<file path="src/hdl/pqf_pkg.sv">
package pqf_pkg;

    localparam int SLOTS       = 8;
    localparam int MAX_PAYLOAD = 32;

    localparam int HDR_LEN  = 6;
    localparam int TAIL_LEN = 4;

    localparam int SLOT_W    = $clog2(SLOTS);
    localparam int CNT_W     = $clog2(MAX_PAYLOAD + 1);
    localparam int POS_W     = $clog2(MAX_PAYLOAD + HDR_LEN + TAIL_LEN + 1);
    localparam int LVL_W     = $clog2(SLOTS + 1);
    localparam int PAY_DEPTH = SLOTS * MAX_PAYLOAD;
    localparam int PAY_AW    = $clog2(PAY_DEPTH);

    localparam logic [1:0] MODE_APPEND = 2'd0;
    localparam logic [1:0] MODE_COMMIT = 2'd1;
    localparam logic [1:0] MODE_TICK   = 2'd2;

    localparam logic [1:0] STATUS_OK       = 2'd0;
    localparam logic [1:0] STATUS_FULL     = 2'd1;
    localparam logic [1:0] STATUS_TOO_LONG = 2'd2;

    typedef struct packed {
        logic [6:0]       node;
        logic [CNT_W-1:0] length;
    } slot_info_t;

    function automatic logic [7:0] head_byte(input logic [1:0] idx);
        logic [7:0] b;
        case (idx)
            2'd0: b = 8'hFE;
            2'd1: b = 8'hAA;
            2'd2: b = 8'hFE;
            2'd3: b = 8'h55;
            default: b = 8'h00;
        endcase
        return b;
    endfunction

    function automatic logic [7:0] tail_byte(input logic [1:0] idx);
        logic [7:0] b;
        case (idx)
            2'd0: b = 8'hFE;
            2'd1: b = 8'hFF;
            2'd2: b = 8'hFE;
            2'd3: b = 8'hFF;
            default: b = 8'h00;
        endcase
        return b;
    endfunction

endpackage

</file>
<file path="src/hdl/pqf_ram.sv">
module pqf_ram #(
    parameter int WIDTH = 8,
    parameter int DEPTH = 256,
    parameter int AW    = $clog2(DEPTH)
) (
    input  logic             clk,
    input  logic             we,
    input  logic [AW-1:0]    waddr,
    input  logic [WIDTH-1:0] wdata,
    input  logic             re,
    input  logic [AW-1:0]    raddr,
    output logic [WIDTH-1:0] rdata
);

    logic [WIDTH-1:0] mem [DEPTH];

    always_ff @(posedge clk)
    begin
        if (we)
        begin
            mem[waddr] <= wdata;
        end
    end

    always_ff @(posedge clk)
    begin
        if (re)
        begin
            rdata <= mem[raddr];
        end
    end

endmodule

</file>
<file path="src/hdl/packet_queue_framer_top.sv">
// Channel   Direction  Handshake                Payload
// item      in         start high, busy low     mode, node, data_byte
// result    out        done strobe, one cycle   tx_valid, tx_byte, frame_end, status,
//                                               queue_level
//
// For each item, the accept edge reads the payload and slot memories, and the edge
// while busy is high updates the queue state and registers the result.
// The result shows on the cycle after that, while busy is already low again,
// so a new item can be accepted as soon as the result shows, but not while busy is high.
// Reset clears the slot flags, pointers and counters; the memories are not cleared.
// The receiver cannot stall, so done is never held.
module packet_queue_framer_top (
    input  logic       clk,
    input  logic       rst_n,
    input  logic       start,
    output logic       busy,
    input  logic [1:0] mode,
    input  logic [6:0] node,
    input  logic [7:0] data_byte,
    output logic       done,
    output logic       tx_valid,
    output logic [7:0] tx_byte,
    output logic       frame_end,
    output logic [1:0] status,
    output logic [3:0] queue_level
);

    import pqf_pkg::*;

    localparam int INFO_W = $bits(slot_info_t);

    logic              busy_reg, busy_next;
    logic [1:0]        mode_reg;
    logic [6:0]        node_reg;
    logic [7:0]        data_reg;
    logic [SLOTS-1:0]  full_reg, full_next;
    logic [SLOT_W-1:0] wslot_reg, wslot_next;
    logic [SLOT_W-1:0] rslot_reg, rslot_next;
    logic [CNT_W-1:0]  cnt_reg, cnt_next;
    logic [POS_W-1:0]  pos_reg, pos_next;
    logic              active_reg, active_next;
    logic [LVL_W-1:0]  level_reg, level_next;

    logic              done_reg;
    logic              txv_reg, txv_next;
    logic [7:0]        txb_reg, txb_next;
    logic              fend_reg, fend_next;
    logic [1:0]        status_reg, status_next;

    logic              accept;
    logic [POS_W-1:0]  pos_eff;
    logic [CNT_W-1:0]  rd_off;
    logic [PAY_AW-1:0] pay_raddr;
    logic [PAY_AW-1:0] pay_waddr;
    logic              pay_we;
    logic [7:0]        pay_rdata;
    logic              info_we;
    slot_info_t        info_wdata;
    slot_info_t        info_rdata;
    logic [POS_W-1:0]  len_pos;
    logic [POS_W-1:0]  tail_idx;
    logic [7:0]        len_byte;

    assign accept = start && !busy_reg;
    assign busy   = busy_reg;

    assign pos_eff = active_reg ? pos_reg : '0;

    always_comb
    begin
        if (pos_eff >= POS_W'(HDR_LEN) && pos_eff < POS_W'(HDR_LEN + MAX_PAYLOAD))
        begin
            rd_off = CNT_W'(pos_eff - POS_W'(HDR_LEN));
        end
        else
        begin
            rd_off = '0;
        end
    end

    assign pay_raddr = PAY_AW'(rslot_reg) * PAY_AW'(MAX_PAYLOAD) + PAY_AW'(rd_off);
    assign pay_waddr = PAY_AW'(wslot_reg) * PAY_AW'(MAX_PAYLOAD) + PAY_AW'(cnt_reg);

    pqf_ram #(
        .WIDTH(8),
        .DEPTH(PAY_DEPTH)
    ) u_payload_ram (
        .clk   (clk),
        .we    (pay_we),
        .waddr (pay_waddr),
        .wdata (data_reg),
        .re    (accept),
        .raddr (pay_raddr),
        .rdata (pay_rdata)
    );

    assign info_wdata.node   = node_reg;
    assign info_wdata.length = cnt_reg;

    pqf_ram #(
        .WIDTH(INFO_W),
        .DEPTH(SLOTS)
    ) u_slot_ram (
        .clk   (clk),
        .we    (info_we),
        .waddr (wslot_reg),
        .wdata (info_wdata),
        .re    (accept),
        .raddr (rslot_reg),
        .rdata (info_rdata)
    );

    assign len_pos  = POS_W'(info_rdata.length);
    assign tail_idx = pos_eff - POS_W'(HDR_LEN) - len_pos;
    assign len_byte = 8'(info_rdata.length) + 8'd2;

    always_comb
    begin
        busy_next   = busy_reg;
        full_next   = full_reg;
        wslot_next  = wslot_reg;
        rslot_next  = rslot_reg;
        cnt_next    = cnt_reg;
        pos_next    = pos_reg;
        active_next = active_reg;
        level_next  = level_reg;
        txv_next    = 1'b0;
        txb_next    = 8'h00;
        fend_next   = 1'b0;
        status_next = STATUS_OK;
        pay_we      = 1'b0;
        info_we     = 1'b0;

        if (accept)
        begin
            busy_next = 1'b1;
        end
        else if (busy_reg)
        begin
            busy_next = 1'b0;
            case (mode_reg)
                MODE_APPEND:
                begin
                    if (full_reg[wslot_reg])
                    begin
                        status_next = STATUS_FULL;
                    end
                    else if (cnt_reg >= CNT_W'(MAX_PAYLOAD))
                    begin
                        status_next = STATUS_TOO_LONG;
                    end
                    else
                    begin
                        pay_we   = 1'b1;
                        cnt_next = cnt_reg + 1'b1;
                    end
                end
                MODE_COMMIT:
                begin
                    if (full_reg[wslot_reg])
                    begin
                        status_next = STATUS_FULL;
                    end
                    else
                    begin
                        info_we              = 1'b1;
                        full_next[wslot_reg] = 1'b1;
                        cnt_next             = '0;
                        level_next           = level_reg + 1'b1;
                        if (wslot_reg == SLOT_W'(SLOTS - 1))
                        begin
                            wslot_next = '0;
                        end
                        else
                        begin
                            wslot_next = wslot_reg + 1'b1;
                        end
                    end
                end
                MODE_TICK:
                begin
                    if (active_reg || full_reg[rslot_reg])
                    begin
                        txv_next = 1'b1;
                        if (pos_eff < POS_W'(4))
                        begin
                            txb_next = head_byte(pos_eff[1:0]);
                        end
                        else if (pos_eff == POS_W'(4))
                        begin
                            txb_next = len_byte;
                        end
                        else if (pos_eff == POS_W'(5))
                        begin
                            txb_next = {1'b0, info_rdata.node};
                        end
                        else if (pos_eff < POS_W'(HDR_LEN) + len_pos)
                        begin
                            txb_next = pay_rdata;
                        end
                        else
                        begin
                            txb_next = tail_byte(tail_idx[1:0]);
                        end

                        if (pos_eff + 1'b1 >= POS_W'(HDR_LEN + TAIL_LEN) + len_pos)
                        begin
                            fend_next            = 1'b1;
                            full_next[rslot_reg] = 1'b0;
                            level_next           = level_reg - 1'b1;
                            pos_next             = '0;
                            active_next          = 1'b0;
                            if (rslot_reg == SLOT_W'(SLOTS - 1))
                            begin
                                rslot_next = '0;
                            end
                            else
                            begin
                                rslot_next = rslot_reg + 1'b1;
                            end
                        end
                        else
                        begin
                            pos_next    = pos_eff + 1'b1;
                            active_next = 1'b1;
                        end
                    end
                end
                default:
                begin
                end
            endcase
        end
    end

    always_ff @(posedge clk or negedge rst_n)
    begin
        if (!rst_n)
        begin
            busy_reg   <= 1'b0;
            done_reg   <= 1'b0;
            full_reg   <= '0;
            wslot_reg  <= '0;
            rslot_reg  <= '0;
            cnt_reg    <= '0;
            pos_reg    <= '0;
            active_reg <= 1'b0;
            level_reg  <= '0;
        end
        else
        begin
            busy_reg   <= busy_next;
            done_reg   <= busy_reg && !accept;
            full_reg   <= full_next;
            wslot_reg  <= wslot_next;
            rslot_reg  <= rslot_next;
            cnt_reg    <= cnt_next;
            pos_reg    <= pos_next;
            active_reg <= active_next;
            level_reg  <= level_next;
        end
    end

    always_ff @(posedge clk)
    begin
        if (accept)
        begin
            mode_reg <= mode;
            node_reg <= node;
            data_reg <= data_byte;
        end
        if (busy_reg)
        begin
            txv_reg    <= txv_next;
            txb_reg    <= txb_next;
            fend_reg   <= fend_next;
            status_reg <= status_next;
        end
    end

    assign done        = done_reg;
    assign tx_valid    = txv_reg;
    assign tx_byte     = txb_reg;
    assign frame_end   = fend_reg;
    assign status      = status_reg;
    assign queue_level = level_reg[3:0];

endmodule
</file>
<file path="config.mk">
export PLATFORM = sky130hd
export DESIGN_NAME = packet_queue_framer_top
export DESIGN_NICKNAME = d
export VERILOG_FILES = /design/src/hdl/pqf_pkg.sv /design/src/hdl/pqf_ram.sv /design/src/hdl/packet_queue_framer_top.sv
export SDC_FILE = /design/constraint.sdc
export NUM_CORES = 2
export LEC_CHECK = 0
export ABC_AREA = 1
export BUFFER_PORTS_ARGS = -buffer_cell sky130_fd_sc_hd__buf_2
export CORE_UTILIZATION = 55
export DETAILED_ROUTE_END_ITERATION = 6
export PLACE_DENSITY = 0.73
export SLEW_MARGIN = 10
export SYNTH_ARGS = -nofsm -noshare
export SYNTH_HDL_FRONTEND = slang
export SYNTH_SLANG_ARGS = --single-unit
</file>
<file path="constraint.sdc">
create_clock -name clk -period 3.8 [get_ports clk]
set_input_delay 1.14 -clock clk [delete_from_list [all_inputs] [get_ports clk]]
set_output_delay 1.14 -clock clk [all_outputs]
set_load 0.05 [all_outputs]
</file>
## Yosys cells after proc, flatten, opt, wreduce, memory -nomap -nowiden

Memory sizes are Yosys's and may differ from the RTL's. A register that Yosys moved wholly into a read port is not among the register bits.
Index checks and enable logic that the tools add are counted.

| storage, ports and cells | value |
|---|---|
| input port bits | 20 |
| memory bits (writable) | 2152 |
| output and inout bits | 18 |
| memories | 2 |
| word-level logic and storage cells | 140 |
| register bits | 62 |

Memories:

| memory | words | bits a word | rd ports | clocked after Yosys merged registers in | write ports | line | RTL |
|---|---|---|---|---|---|---|---|
| u_payload_ram.mem | 256 | 8 | 1 | 1 | 1 | pqf_ram.sv:15 | `logic [WIDTH-1:0] mem [DEPTH];` |
| u_slot_ram.mem | 8 | 13 | 1 | 1 | 1 | pqf_ram.sv:15 |  |

| operators by class | value |
|---|---|
| bitwise gates (word level) | 7 |
| add/subtract/negate cells | 13 |
| reduce and logical (&&, ||, !) cells | 23 |
| equality and inequality tests | 17 |
| $lt $le $gt $ge | 10 |
| mux-type cells | 52 |

Operators by type and width:

| kind | number |
|---|---|
| $mux 8 | 7 |
| $mux 6 | 6 |
| $pmux 8 s2 | 2 |
| $pmux 8 s3 | 1 |
| $mux 1 | 22 |
| $add 8x6->8 | 2 |
| $add 6x1->6 const B | 2 |
| $eq 6x3->1 const B | 2 |
| $mux 4 | 3 |
| $pmux 6 s2 | 1 |
| $reduce_and 6->1 | 2 |
| $eq 2x2->1 const B | 5 |
| $ne 2x2->1 const B | 5 |
| $and 8x8->8 | 1 |
| $lt 3x4->1 const B | 2 |
| $not 8->8 | 1 |
| $or 8x8->8 | 1 |
| $pmux 4 s2 | 1 |
| $reduce_and 4->1 | 2 |
| $reduce_or 2->1 | 4 |
| $add 6x2->7 const B | 1 |
| $add 3x1->3 const B | 2 |
| $add 3x6->6 const A | 1 |
| $add 4x6->6 const A | 1 |
| other kinds (26) | 45 |

## Longest topological paths before layout

| depth | value |
|---|---|
| word-level depth | 10 |
| mapped depth | 21 |
| mapped depth without buffers | 19 |

## Modules after synthesis

A second synthesis with hierarchy kept.

| unflattened totals | value |
|---|---|
| cell total of the unflattened synthesis | 7983 |
| area total of the unflattened synthesis | 92553.8 um2 |

Modules (own cells, without submodules):

| module | cells an instance | instances | sequential area each (um2) | area each (um2) |
|---|---|---|---|---|
| pqf_ram (u_payload_ram) | 7003 | 1 | 61739.2 | 83476.3 |
| pqf_ram (u_slot_ram) | 480 | 1 | 3513.4 | 5022.3 |
| packet_queue_framer_top | 500 | 1 | 1696.6 | 4055.1 |

## Worst setup path after synthesis

OpenSTA, ideal clock, no wires.

| path | value |
|---|---|
| path kind | reg-to-reg |
| from | register data_reg[0] |
| to | memory u_payload_ram.mem[0][0], data pin |
| setup slack | -0.246 ns |
| period minus slack after synthesis | 4.046 ns |
| cell stages (with the launch flop) | 1 |
| setup time | 0.817 ns |
| data arrival time | 3.228 ns |
| cell sequence | edfxtp_1 |

RTL lines:

| element | line | RTL |
|---|---|---|
| start: declaration | packet_queue_framer_top.sv:35 | `logic [7:0] data_reg;` |
| start signal: assignment | packet_queue_framer_top.sv:270 | `data_reg <= data_byte;` |
| end: declaration | pqf_ram.sv:15 |  |

Straight into the memory's write port.

## Worst setup path in the final report

| path | value |
|---|---|
| from | register active_reg |
| to | register u_payload_ram.rdata[5], read port of u_payload_ram.mem, data pin |

| on the way | value |
|---|---|
| word-level cells in the longest chain between the ends | 5 |
| elaborated cells between the ends (all ways) | 7 |
| those cells by class | add/sub: 2; order compare: 2; mux: 2; reduce/logical: 1 |

Ends and longest elaborated chain:

| element | line | RTL |
|---|---|---|
| start: declaration | packet_queue_framer_top.sv:41 | `logic active_reg, active_next;` |
| start signal: assignment | packet_queue_framer_top.sv:259 | `active_reg <= active_next;` |
| $mux 6 * | packet_queue_framer_top.sv:67 | `assign pos_eff = active_reg ? pos_reg : '0;` |
| $ge 6x3->1 or $lt 6x6->1 (tied branches) | packet_queue_framer_top.sv:71 | `if (pos_eff >= POS_W'(HDR_LEN) && pos_eff < POS_W'(HDR_LEN + MAX_PAYLOAD))` |
| $logic_and 1x1->1 | packet_queue_framer_top.sv:71 |  |
| $mux 6 * | packet_queue_framer_top.sv:71 |  |
| $add 8x6->8 * | packet_queue_framer_top.sv:81 | `assign pay_raddr = PAY_AW'(rslot_reg) * PAY_AW'(MAX_PAYLOAD) + PAY_AW'(rd_off);` |
| end: declaration | pqf_ram.sv:12 | `output logic [WIDTH-1:0] rdata` |

Every way passes the cells marked *; elsewhere a longest branch is shown, timed or not.
A chain may end at the register's enable or synchronous reset.

==> summary.txt <==
Pwr
  – Psw: 14,360 uW
  – Pwr/cell area: 488.6 nW/um^2
  – Flop pwr share: 0.503
  – Clock power frac: 0.394
  – Sw Share: 0.2601
  – Internal power: 40,830 uW
  – Combinational share of power: 0.103
  – Static Leakage: 0.04612 uW
  – Worst VDD drop: 649.4 uV

Clocking
  – Clock Path Buffers: 3
  – Number of H-tree levels: 4
  – # hold bufs at CTS: 0
  – Clock tree sinks: 2,235
  – Cts bufs inserted: 218
  – CTS Root Cell: clkbuf_16
  – CTS tree: built
  – Worst skew pair latency: 860 ps
  – Clock transition at the registers of the reported paths: 60 ps

Yosys
  – Post-Synthesis Cells: 9,523
  – Post-Syn Area: 100,400 sq um
  – Syn avg cell area: 10.54 sq um
  – Post-synth top flop: edfxtp_1
  – Top cell type by total area after synthesis: edfxtp_1
  – Post-synth EDFFs: 2,202
  – Synth top area share: 0.6585
  – Flops & latches, synth: 2,235
  – Synth Net Count: 9,578
  – Sequential share of the synthesized area: 0.6667
  – Share of flip-flops with an asynchronous set or reset: 0.01477
  – Netlist cell types: 46
  – Largest cells by area after synthesis: edfxtp_1, nand3_1, inv_1, nand2_1, nand4_1
  – Ys Warns: 0

Routing
  – DRC viols: 8
  – Iter 0 DRT Violations: 11,500
  – Post-DRT Antenna Nets: 0
  – Vias per std cell: 6.049
  – Overall routed net length: 291,500 um
  – DR vias: 73,530
  – Mean routed wirelength per cell: 23.98 um
  – Pre-Repair DR Iteration Count: 7

GRT
  – Global-route wire length before repair: 433,300 um
  – All-layer global routing usage: 0.3109
  – Largest net degree at the start of global routing: 206
  – Initial antenna violation count: 8
  – Met2 Usage GRT: 0.4848
  – Grt met1 use: 0.4253
  – Met3 GRT Util: 0.05960
  – Number of global-route vias before repair: 69,790
  – Global route overflow: 0
  – GR peak layer: met2

Layout
  – Post-route cell area: 113,000 sq um
  – Final #Nets: 9,648
  – Share of layout cells above drive strength 1: 0.09648
  – Final Util: 0.6236
  – Largest register FFs: 2,048
  – Top flop regs: u_payload_ram.mem x2048, u_slot_ram.mem x104, u_slot_ram.rdata x13
  – Largest register by flop count: u_payload_ram.mem
  – Most common cell after layout, fill and taps aside: edfxtp_1
  – Synthesis-to-layout area growth: 12.49%
  – Fill cells: 13,830
  – Most frequent cells in the layout: edfxtp_1, nand3_1, inv_1

Floorplanning
  – Chip Width: 429.3 um
  – Row cnt: 156
  – Initial Util: 0.5544
  – Die area: 184,300 sq um
  – Placeable Area: 181,100 sq um
  – Die height: 429.3 um
  – I/O pin total: 38

Placed design
  – Final GP Congestion: 0.9274
  – Pre-CTS WS: 70.09 ps
  – Cell Area, Placed: 105,500 sq um
  – Final HPWL DP: 172,500 um
  – Buffers added on ports: 37

Worst setup path
  – WP data arrival: 4300 ps
  – Max FO, Critical Path: 53
  – Worst r2r src: active_reg
  – Worst reg-to-reg setup slack: 100 ps
  – WS Path Type: flip-flop to flip-flop
  – Crit start category: flip-flop
  – Worst EP required: 4400 ps
  – R2r endpoint: u_payload_ram.rdata[5]
  – R2R depth: 15
  – Setup crit end kind: flip-flop

STA
  – Final worst slack: 97.27 ps
  – Fmax: 270.1 MHz
  – RSZ-0062 raised after global routing: false
  – Slew @ Worst Pin: 1322 ps
  – Setup Skew: 33.15 ps
  – Fin. max-slew vios: 0
  – Min Hold Slack: 404.8 ps
  – Post-layout min period: 3703 ps
  – Final critical-path share of the clock period: 0.9744
  – Slew headroom: 0.1187
  – Setup TNS: 0 ps
  – Final setup violation count: 0
  – Fin. Hold Viols: 0

Status
  – Failing checks: design-rule violations
  – Outcome: complete, but fails checks

Run
  – Max Cap Viol: 0

Min path
  – Hold Crit Class: primary input to async pin
-- metrics by stage --
step                      std cells  total power [uW]
after CTS                     12150             55050
final                         12160             55190
after detailed placement      11740             33730
after global routing          12150             56330
after floorplan                9523             31050
after global placement        11740             33660
-- what timing repair did --
action                                  CTS  global route
endpoints found under the setup margin    0            32
endpoints found under the hold margin     0             0
gates resized for setup                   0            37
buffers inserted                          0             3
-- power by group through the flow --
stage          logic, uW  clock network (uW)  registers (uW)
3_3_place_gp        5390                   0           28300
6_report            5700               21700           27800
5_1_grt             5840               22700           27800
4_1_cts             5470               21800           27800
3_5_place_dp        5450                   0           28300
2_1_floorplan       2600                   0           28500
-- critical path, stage by stage (launching register included) --
cell and delay [ps]:
dfrtp_1 410, buf_4 170, nand2_2 120, nand3_1 260, nand2_8 290, buf_12 310, buf_4 360, nand4_1 130
nand3_1 100, nand3_1 130, nand3_1 130, nand3_1 200, nand3_1 270, nand3_1 250, nand3_1 160, nand2_1 60
-- worst max-delay path by stage --
stage / start / end / slack (ps) / cells after the start
after floorplan: data_reg[0] / u_payload_ram.mem[0][0] / -250 / 0
after global placement: active_reg / u_payload_ram.rdata[7] / 110 / 19
after detailed placement: active_reg / u_payload_ram.rdata[1] / 70 / 20
after CTS: active_reg / u_payload_ram.rdata[1] / 20 / 20
after global routing: active_reg / u_payload_ram.rdata[2] / 20 / 16
final: active_reg / u_payload_ram.rdata[5] / 100 / 15
-- routing by layer --
layer	vias to the layer above	wire, um
li1	32640	-
met1	35320	109200
met2	4829	135100
met3	734	34160
met4	12	13030
met5	-	70
-- Yosys cell counts (11+ instances only) --
| library cell | n |
|---|---|
| nand2_1 | 1299 |
| clkbuf_1 | 205 |
| inv_1 | 1791 |
| nor3_1 | 18 |
| dfrtp_1 | 33 |
| ha_1 | 34 |
| nand3_1 | 1926 |
| o21ai_1 | 36 |
| o21ai_0 | 59 |
| xor2_1 | 11 |
| nand4_1 | 748 |
| nor2_1 | 453 |
| a22oi_1 | 16 |
| edfxtp_1 | 2202 |
| buf_2 | 402 |
| buf_1 | 37 |
| or2_1 | 43 |
| or2_2 | 53 |
| a22o_1 | 13 |
| o211ai_1 | 22 |
| buf_4 | 13 |
| a21oi_1 | 45 |
-- layout make-up --
cell class | instances | area [sq um] | area share
Clock buffer | 269 | 5688 | 0.05036
Clock inverter | 142 | 1425 | 0.01262
Tap cell | 2370 | 2965 | 0.02625
Inverter | 1799 | 6794 | 0.06015
Timing Repair Buffer | 509 | 5186 | 0.04591
Sequential cell | 2235 | 66950 | 0.5927
Multi-Input combinational cell | 4830 | 23940 | 0.2120
Antenna cell | 3 | 7.507 | 0.00006646
-- cell families after synthesis --
group	count (synthesis)	synth area share
compound gates	211	0.01256
buf+inv	2458	0.09755
fa+ha+maj	35	0.004436
flops	2235	0.6667
simple gates	4571	0.2176
xor+xnor	13	0.001134
Power figures use the tool's default switching activity.
